--- src/hdl/pire_pkg.sv ---
// Shared types, widths and constants for the rotated-ellipse point test.
// Depends on nothing; every other file in hdl/ refers to it by scoped names.
package pire_pkg;

    localparam int COORD_WIDTH  = 32;
    localparam int ANGLE_WIDTH  = 16;
    localparam int CORDIC_STEPS = 24;
    localparam int CORDIC_W     = 32;

    localparam logic signed [CORDIC_W-1:0] CORDIC_GAIN_Q30 = 32'sd652032874;

    // Fraction bits kept for cos/sin, and the widths that follow from them
    localparam int TRIG_FRAC  = ((58 - COORD_WIDTH) < 30) ? (58 - COORD_WIDTH) : 30;
    localparam int TRIG_SHIFT = 30 - TRIG_FRAC;
    localparam int DIFF_W     = COORD_WIDTH + 1;
    localparam int TRIG_W     = TRIG_FRAC + 3;
    localparam int PROD_W     = TRIG_W + DIFF_W;
    localparam int SUM_W      = PROD_W + 1;
    localparam int ROT_W      = SUM_W + 1 - TRIG_FRAC;

    localparam int QUAD_W = 32;
    localparam logic [QUAD_W-1:0] ONE_Q24  = 32'd16777216;
    localparam logic [QUAD_W-1:0] QUAD_MAX = '1;

    localparam int CFG_INDEX_W = 8;
    localparam logic [CFG_INDEX_W-1:0] CFG_INV_SQ_MAJOR = 8'd0;
    localparam logic [CFG_INDEX_W-1:0] CFG_INV_SQ_MINOR = 8'd1;

    // Arctangent of 2^-step as a fraction of a 32-bit turn
    function automatic logic signed [CORDIC_W-1:0] atan_turn(input int step);
        logic signed [CORDIC_W-1:0] a;
        case (step)
            0:       a = 32'sd536870912;
            1:       a = 32'sd316933406;
            2:       a = 32'sd167458907;
            3:       a = 32'sd85004756;
            4:       a = 32'sd42667331;
            5:       a = 32'sd21354465;
            6:       a = 32'sd10679838;
            7:       a = 32'sd5340245;
            8:       a = 32'sd2670163;
            9:       a = 32'sd1335087;
            10:      a = 32'sd667544;
            11:      a = 32'sd333772;
            12:      a = 32'sd166886;
            13:      a = 32'sd83443;
            14:      a = 32'sd41722;
            15:      a = 32'sd20861;
            16:      a = 32'sd10430;
            17:      a = 32'sd5215;
            18:      a = 32'sd2608;
            19:      a = 32'sd1304;
            20:      a = 32'sd652;
            21:      a = 32'sd326;
            22:      a = 32'sd163;
            23:      a = 32'sd81;
            default: a = '0;
        endcase
        return a;
    endfunction

    typedef struct packed {
        logic signed [COORD_WIDTH-1:0] center_x;
        logic signed [COORD_WIDTH-1:0] center_y;
        logic signed [ANGLE_WIDTH-1:0] heading;
        logic signed [COORD_WIDTH-1:0] query_x;
        logic signed [COORD_WIDTH-1:0] query_y;
    } query_t;

    typedef struct packed {
        logic              inside_res;
        logic [QUAD_W-1:0] quad_value;
    } answer_t;

    typedef struct packed {
        logic signed [CORDIC_W-1:0] x;
        logic signed [CORDIC_W-1:0] y;
        logic signed [CORDIC_W-1:0] z;
    } cordic_t;

    typedef struct packed {
        logic signed [DIFF_W-1:0] dx;
        logic signed [DIFF_W-1:0] dy;
        logic [1:0]               quadrant;
    } offset_t;

endpackage

--- src/hdl/pire_cordic_cell.sv ---
// One CORDIC rotation cell: a single micro-rotation per cycle while advance is high, offset rides along.
// Depends on pire_pkg.
module pire_cordic_cell #(
    parameter int STEP = 0
) (
    input  logic              clk,
    input  logic              rst_n,
    input  logic              advance,
    input  logic              in_valid,
    input  pire_pkg::cordic_t in_vec,
    input  pire_pkg::offset_t in_ofs,
    output logic              out_valid,
    output pire_pkg::cordic_t out_vec,
    output pire_pkg::offset_t out_ofs
);

    localparam int W = pire_pkg::CORDIC_W;
    localparam logic signed [W-1:0] ATAN = pire_pkg::atan_turn(STEP);

    logic              valid_reg;
    pire_pkg::cordic_t vec_reg;
    pire_pkg::cordic_t vec_next;
    pire_pkg::offset_t ofs_reg;
    logic signed [W-1:0] x_in;
    logic signed [W-1:0] y_in;
    logic signed [W-1:0] z_in;
    logic signed [W-1:0] x_sh;
    logic signed [W-1:0] y_sh;

    always_comb
    begin
        x_in = in_vec.x;
        y_in = in_vec.y;
        z_in = in_vec.z;
        x_sh = x_in >>> STEP;
        y_sh = y_in >>> STEP;
        if (!z_in[W-1])
        begin
            vec_next.x = x_in - y_sh;
            vec_next.y = y_in + x_sh;
            vec_next.z = z_in - ATAN;
        end
        else
        begin
            vec_next.x = x_in + y_sh;
            vec_next.y = y_in - x_sh;
            vec_next.z = z_in + ATAN;
        end
    end

    always_ff @(posedge clk or negedge rst_n)
    begin
        if (!rst_n)
            valid_reg <= 1'b0;
        else if (advance)
            valid_reg <= in_valid;
    end

    always_ff @(posedge clk)
    begin
        if (advance)
        begin
            vec_reg <= vec_next;
            ofs_reg <= in_ofs;
        end
    end

    assign out_valid = valid_reg;
    assign out_vec   = vec_reg;
    assign out_ofs   = ofs_reg;

endmodule

--- config.mk ---
export PLATFORM = sky130hd
export DESIGN_NAME = pire_cordic_cell
export DESIGN_NICKNAME = d
export VERILOG_FILES = /design/src/hdl/pire_pkg.sv /design/src/hdl/pire_cordic_cell.sv
export SDC_FILE = /design/constraint.sdc
export NUM_CORES = 1
export LEC_CHECK = 0
export BUFFER_PORTS_ARGS = -buffer_cell sky130_fd_sc_hd__buf_2
export CAP_MARGIN = 20
export CORE_UTILIZATION = 23
export CTS_CLUSTER_DIAMETER = 100
export CTS_CLUSTER_SIZE = 25
export DETAILED_ROUTE_END_ITERATION = 10
export HOLD_SLACK_MARGIN = 0.12
export REMOVE_ABC_BUFFERS = 1
export SKIP_CTS_REPAIR_TIMING = 1
export SYNTH_ARGS = -nofsm -noshare
export SYNTH_HDL_FRONTEND = slang
export SYNTH_SLANG_ARGS = --single-unit
--- constraint.sdc ---
create_clock -name clk -period 0.9 [get_ports clk]
set_input_delay 0.18 -clock clk [delete_from_list [all_inputs] [get_ports clk]]
set_output_delay 0.18 -clock clk [all_outputs]
set_load 0.005 [all_outputs]
Word level (Yosys, flattened, before mapping)
Index checks and enable logic that the tools add are counted.

Flip-flop bits (word level): 165. Input port bits: 168. Word-level logic and storage cells: 13.

Add/subtract/negate cells: 5. Mux-type cells: 1.

Operators with widths (count): 2-to-1 mux 96 bit (1); subtractor 32 bit (2); adder 32 x 31 -> 32 bit, second input constant (1); adder 32 bit (1); subtractor 32 x 31 -> 32 bit, second input constant (1).

Depth between registers and ports, before layout
Gate-level depths: netlist of the first run.

Word-level depth: 2. Gate-level depth with buffers: 12. Gate-level depth less buffers: 11.

Worst setup path after synthesis of the first run
OpenSTA, ideal clock, no wires.

Path kind: in2reg. Start: in in_vec[32] (netlist name). End: reg vec_reg (netlist bit out_vec[62]), data pin. Setup time: 265 ps. Arrival time: 2234 ps. Data required time: 635 ps. Path slack: -1599 ps. Cell stages on the path: 11. Path buffers: 0. Cell sequence: inv_1 -> ha_1 -> fa_1 -> nand2b_1 -> a21o_1 -> a2111oi_2 -> nor2_1 -> o311a_1 -> o211ai_1 -> o211ai_1 -> xnor2_1.

RTL lines: start: declaration (RTL line pire_cordic_cell.sv:10) `input pire_pkg::cordic_t in_vec,`; end signal: assignment (RTL line pire_cordic_cell.sv:63) `vec_reg <= vec_next;`; end: declaration (RTL line pire_cordic_cell.sv:21) `pire_pkg::cordic_t vec_reg;`.

==> results of run 1 <==
per-layer routing:
| metal | GRT usage, % | vias to the layer above | wire length [um] |
|---|---|---|---|
| met5 | 0 | - | 0 |
| met4 | 4.67 | 0 | 927 |
| met3 | 2.41 | 57 | 2090 |
| met2 | 27.4 | 335 | 20800 |
| met1 | 21.9 | 5376 | 18900 |
| li1 | - | 5371 | - |
final timing paths:
| path | depth (start not counted) | slack (ns) | from | end |
|---|---|---|---|---|
| max reg2reg | 1 | 0.16 | out_valid | out_valid |
| max | 11 | -1.45 | in_vec[65] | out_vec[62] |
| min reg2reg | 1 | 0.51 | out_valid | out_valid |
| min in group asynchronous | 3 | 0.58 | rst_n | out_valid |
| max in group asynchronous | 3 | 0.22 | rst_n | out_valid |
| min | 2 | 0.11 | in_vec[30] | out_vec[30] |
critical path, stage by stage:
cell       delay (ns)
buf_2            0.14
buf_4            0.15
fa_2             0.35
nand2b_4         0.16
a21o_4           0.23
a2111oi_4        0.37
nor2_2           0.09
o311a_1          0.35
o211ai_1         0.21
o211ai_1         0.14
xnor2_1          0.15
where the power goes:
part           leakage (nW)  internal, mW  switching (mW)  total [mW]
Combinational          6.51          5.00            4.89        9.89
Sequential             1.61          9.51           0.275        9.78
Clock                 0.269          3.59            3.11        6.71
Total                  8.38          18.1            8.28        26.4
per-stage QoR:
stage | hold WS [ns] | power, mW | instance area (sq um) | setup WS [ns] | util [%]
6_report | 0.113 | 26.4 | 19200 | -1.45 | 42.3
5_1_grt | 0.0935 | 27.6 | 19200 | -1.51 | 42.3
4_1_cts | -0.526 | 24.5 | 16100 | -1.70 | 35.6
3_5_place_dp | -0.0436 | 17.7 | 15600 | -2.18 | 34.4
3_3_place_gp | -0.0435 | 17.6 | 15600 | -2.10 | 34.4
2_1_floorplan | -0.116 | 13.0 | 10400 | -1.61 | -
cell usage after synthesis (5+ instances only):
cell,number
nand4_1,20
a211oi_1,11
a211o_1,5
a21o_1,22
inv_1,98
o22ai_1,6
xnor2_1,54
a31oi_1,7
o21a_1,8
or3_1,7
nand3_1,6
buf_2,12
a21oi_1,111
o21bai_1,14
ha_1,94
nor2_1,80
nor2b_1,15
o21ai_0,71
edfxtp_1,163
o211ai_1,18
mux2i_1,6
clkbuf_1,22
nor3_1,15
o31a_1,6
o31ai_1,10
buf_1,5
or2_2,6
nand2b_1,10
nand2_1,38
nor4_1,12
xor2_1,5
cell usage in the layout (no fill, tap or decap), types with 10 or more instances in the layout:
cell,count
o21ai_0,30
o21bai_1,12
a21oi_1,72
a21oi_2,27
clkbuf_16,17
edfxtp_1,163
buf_4,356
buf_6,49
o21ai_2,16
nor2_1,67
dlygate4sd3_1,102
o211ai_1,18
xnor2_1,44
nand4_1,20
a21o_1,21
ha_4,25
buf_2,305
nor2b_1,10
o21ai_1,21
ha_1,61
inv_1,83
a21oi_4,14
xnor2_2,10
nand2_1,31
cell type report:
| cell class | count | area, sq um |
|---|---|---|
| Fill cell | 4321 | 26200 |
| Multi-Input combinational cell | 723 | 6550 |
| Timing Repair Buffer | 827 | 6030 |
| Sequential cell | 164 | 4920 |
| Tap cell | 600 | 751 |
| Clock buffer | 17 | 425 |
| Inverter | 100 | 399 |
| Clock inverter | 15 | 120 |
| Antenna cell | 1 | 2.50 |
flip-flops by register name, indices dropped and copies added, names as in the netlist:
| register | flops |
|---|---|
| out_vec | 95 |
| out_ofs | 68 |
| out_valid | 1 |
cell families after synthesis:
family,after synthesis
flip-flops,164
AND/OR/NAND/NOR,228
adder cells (fa/ha/maj),98
multiplexers,7
XOR/XNOR,59
AO/OA/AOI/OAI,331
buffers and inverters,145
==> metrics.md, run 1 <==
| Metric | Value |
|---|---|
| Outcome | finished, violations left |
| Violated checks | negative setup slack |
| # Max-Cap Violations | 0 |
| H-Tree Depth | 4 |
| Die Height | 217 um |
| Crit end category | register |
| Hold Vio Cnt, Final | 0 |
| Die ar. | 46900 sq um |
| DR vias | 11100 |
| Vias in the first global route | 10400 |
| Largest net degree at the start of global routing | 65 |
| Mux cell area share after synthesis | 0.673% |
| Area share of the largest cell type after synthesis | 46.2% |
| Clock latency on the worst-skew pair | 0.43 ns |
| Pwr Density | 1370 nW/um^2 |
| Slew Limit Fails | 0 |
| Synth Area in Compound Gates | 20.1% |
| Syn_area_per_cell | 10.3 sq um |
| Post-synth EDFFs | 163 |
| RSZ-0062 raised after global routing | true |
| Core Rows | 78 |
| Core footprint | 45400 sq um |
| Mapped Area | 10600 sq um |
| Synthesis-to-layout area growth | 81.2% |
| Initial Utilization | 23.3% |
| CTS tree | built |
| Fin crit share | 261% |
| Simple-gate share of the synthesized area | 10.7% |
| Fmax | 426 MHz |
| Final cell count without fillers | 2447 |
| Cells after DPL | 2280 |
| Top cells by area, synth | edfxtp_1 46%, ha_1 11%, a21oi_1 5.2%, xnor2_1 4.5%, inv_1 3.5% |
| ANT nets after route | 0 |
| Buffers on Ports | 332 |
| Setup ws final | -1.45 ns |
| Min Tclk post-route | 2.35 ns |
| DRT iter0 DRCs | 635 |
| Drt pass-1 iters | 5 |
| CP max FO | 4 |
| Ys async rst share | 0.610% |
| Slew @ Worst Pin | 0.511 ns |
| Peak VDD IR | 0.00123 V |
| Root buffer cell | clkbuf_16 |
| WP data required | 1.08 ns |
| Clock Skew | 0 ns |
| Residual DRC | 0 |
| Drt wl/cell | 17.4 um |
| Nets@finish | 2099 |
| XOR/XNOR share of the synthesized area | 4.88% |
| Setup Viol. Count Final | 228 |
| GPL Wtd Cong | 0.889 |
| Num CTS Buffers | 17 |
| Reg clk slew, reported paths | 0.07 ns |
| Via/cell ratio | 4.55 |
| Layout cells sized above 1 | 53.7% |
| Worst setup SP type | primary input |
| First-pass GRT wire length | 58900 um |
| Remaining Overflow, GRT | 0 |
| DP Wirelength | 33700 um |
| WS Path Type | primary input to register |
| Synthesized flop and latch total | 164 |
| Area leader, netlist | edfxtp_1 |
| CTS max path bufs | 2 |
| Worst Path Arrival | 2.53 ns |
| Adder-cell share of the synthesized area | 11.9% |
| Synth Instances | 1032 |
| Worst Hold Class | primary input to register |
| Clock sink count | 164 |
| Main combinational cell family by area after synthesis | compound AO/OA/AOI/OAI gates |
| Routed WL | 42700 um |
| Cell variety after synth | 71 |
| Ys flop type | edfxtp_1 |
| Fin Setup TNS | -97.75 ns |
| I/O pins | 333 |
| Initial antenna violation count | 1 |
| Seq/Total Area, Yosys | 46.4% |
| Ys Warns | 0 |
| Die X | 217 um |
| LEAKAGE | 8.38 nW |
| Gr usage total | 16.4% |
| Slew headroom | 65.5% |
Power figures use the tool's default switching activity.
==> run 2, diff against run 1 <==
--- a/config.mk
+++ b/config.mk
@@ -7,6 +7,7 @@
 export LEC_CHECK = 0
 export BUFFER_PORTS_ARGS = -buffer_cell sky130_fd_sc_hd__buf_2
 export CAP_MARGIN = 20
+export CORE_MARGIN = 2
 export CORE_UTILIZATION = 23
 export CTS_CLUSTER_DIAMETER = 100
 export CTS_CLUSTER_SIZE = 25
==> metrics.md, run 2 (same netlist as run 1, synthesis figures left out) <==
| Metric | Value |
|---|---|
| Outcome | finished, violations left |
| Violated checks | negative setup slack |
| Highest-count cells in the layout ignoring fill and taps | 364 x buf_4, 315 x buf_2, 163 x edfxtp_1 |
| Drt wl/cell | 17.7 um (+1.3%) |
| Worst hold margin | 0.0975 ns (-0.0152 ns) |
| Multi-input gate area | 6590 sq um (+0.61%) |
| Net Switching | 8.06 mW (-2.7%) |
| Core footprint | 45400 sq um (unchanged) |
| Num CTS Buffers | 17 (unchanged) |
| Min Tclk post-route | 2.35 ns (-0.00267 ns) |
| CTS max path bufs | 2 (unchanged) |
| Slew headroom | 67.1% (+1.7 points) |
| Peak VDD IR | 0.00122 V (-0.76%) |
| GPL Wtd Cong | 0.921 (+3.6%) |
| Root buffer cell | clkbuf_16 |
| Placed cell area | 15700 sq um (+0.66%) |
| Pre-CTS WS | -2.08 ns (+0.0992 ns) |
| Core Rows | 78 (unchanged) |
| Die X | 219 um (+0.92%) |
| RSZ-0062 raised after global routing | true |
| Finished Cell Area | 19300 sq um (+0.52%) |
| Fin crit share | 261% (-0.30 points) |
| FF+latch area | 4920 sq um (unchanged) |
| DR vias | 11200 (+0.40%) |
| Cell family with most CP delay | compound AO/OA/AOI/OAI gates |
| Worst Hold Class | primary input to register |
| Clock sink count | 164 (unchanged) |
| Reg clk slew, reported paths | 0.07 ns (about the same) |
| Most used cell, CP | o211ai_1 |
| DP Wirelength | 34200 um (+1.6%) |
| Layout cells sized above 1 | 54.5% (+0.81 points) |
| Commonest non-fill, non-tap cell in the layout | buf_4 |
| Routed WL | 43500 um (+1.8%) |
| Pint | 18.3 mW (+1.1%) |
| Residual DRC | 0 (unchanged) |
| Worst Path Arrival | 2.53 ns (about the same) |
| Vias in the first global route | 10400 (+0.16%) |
| First-pass GRT wire length | 58600 um (-0.43%) |
| Setup ws final | -1.45 ns (+0.00267 ns) |
| Crit end category | register |
| Critical Path Max Stage Delay | 0.38 ns (about the same) |
| Drt pass-1 iters | 5 (unchanged) |
| ANT nets after route | 0 (unchanged) |
| Largest register FFs | 95 (unchanged) |
| I/O pins | 333 (unchanged) |
| # Max-Cap Violations | 0 (unchanged) |
| CTS tree | built |
| Initial Utilization | 23.3% (unchanged) |
| Sequential power share | 37.4% (+0.3 points) |
| LEAKAGE | 8.44 nW (+0.65%) |
| Final design utilization | 42.5% (+0.22 points) |
| DRT iter0 DRCs | 715 (+13%) |
| Gr usage total | 16.3% (-0.15 points) |
| Worst setup SP type | primary input |
| Cells after DPL | 2292 (+0.53%) |
| WP data required | 1.08 ns (about the same) |
| Slew Limit Fails | 0 (unchanged) |
| Crit-path cells | buf_12, inv_4, ha_4, fa_2, nand2b_4, a21o_4, a2111oi_4, nor2_2, o311a_1, o211ai_1, o211ai_1, xnor2_1 |
| Initial antenna violation count | 2 (+1) |
| Clock share of power | 25.3% (about the same) |
| Final cell count without fillers | 2458 (+0.45%) |
| Comb pwr share | 37.4% (about the same) |
| Clock latency on the worst-skew pair | 0.43 ns (about the same) |
| WS Path Type | primary input to register |
| # fillers | 4312 (-0.21%) |
| Slew @ Worst Pin | 0.488 ns (-0.0236 ns) |
| Fin Setup TNS | -95.86 ns (+1.89 ns) |
| Pwr Density | 1370 nW/um^2 (-0.60%) |
| Fmax | 426 MHz (+0.11%) |
| Remaining Overflow, GRT | 0 (unchanged) |
| Total Power | 26.4 mW (about the same) |
| Crit-path slowest cell | a2111oi_4 |
| Hold Vio Cnt, Final | 0 (unchanged) |
| Sw Ratio | 30.6% (-0.82 points) |
| H-Tree Depth | 4 (unchanged) |
| Die Height | 219 um (+0.92%) |
| Clock Skew | 0 ns (unchanged) |
| Synthesis-to-layout area growth | 82.2% |
| Via/cell ratio | 4.55 (about the same) |
| Buffers on Ports | 332 (unchanged) |
| Setup Viol. Count Final | 228 (unchanged) |
| Die ar. | 47800 sq um (+1.9%) |
| Largest net degree at the start of global routing | 54 (-17%) |
| Buffers and inverters on the worst path | 2 (unchanged) |
| Nets@finish | 2110 (+0.52%) |
| CP max FO | 4 (unchanged) |
## run 2: cell types whose count changed in the layout (fill, tap and decap cells not counted), moves of 7 or more
cell / change
a21oi_2: +7
buf_2: +10
buf_4: +8
inv_6: -7
o21ai_1: -7
## run 2: metal layers
metal | share of wire, % | GRT usage, % | wire length [um]
met1 | 43 | 21.3 | 18800
met3 | 4.9 | 2.37 | 2130
met5 | 0.030 | 0 | 13
met4 | 2.6 | 5.80 | 1150
met2 | 49 | 27.2 | 21400
## run 2: worst paths after layout
check                           start          end  slack [ns]  cells after the start
setup / recovery           in_vec[32]  out_vec[62]       -1.45                     12
hold / removal             in_vec[30]  out_vec[30]         0.1                      2
setup reg to reg            out_valid    out_valid        0.15                      1
hold reg to reg             out_valid    out_valid        0.52                      1
max in group asynchronous       rst_n    out_valid        0.16                      3
min in group asynchronous       rst_n    out_valid        0.63                      3
## run 2: cell type report
| cell class | count | area share, % |
|---|---|---|
| clock inverter | 12 | 0.570 |
| clock buffer | 20 | 2.26 |
| tap | 600 | 3.89 |
| timing repair buffer | 838 | 31.5 |
| sequential | 164 | 25.5 |
| inverter | 100 | 2.09 |
| multi-input combinational | 723 | 34.2 |
| antenna | 1 | 0.0130 |
## run 2: power groups by stage
stage | Combinational (mW) | Sequential [mW] | Clock [mW]
after floorplan | 2.96 | 10.0 | 0
after detailed placement | 7.76 | 10.0 | 0
after CTS | 7.79 | 9.88 | 6.90
after global placement | 7.69 | 10.0 | 0
after global routing | 10.5 | 9.94 | 7.19
final | 9.85 | 9.85 | 6.66
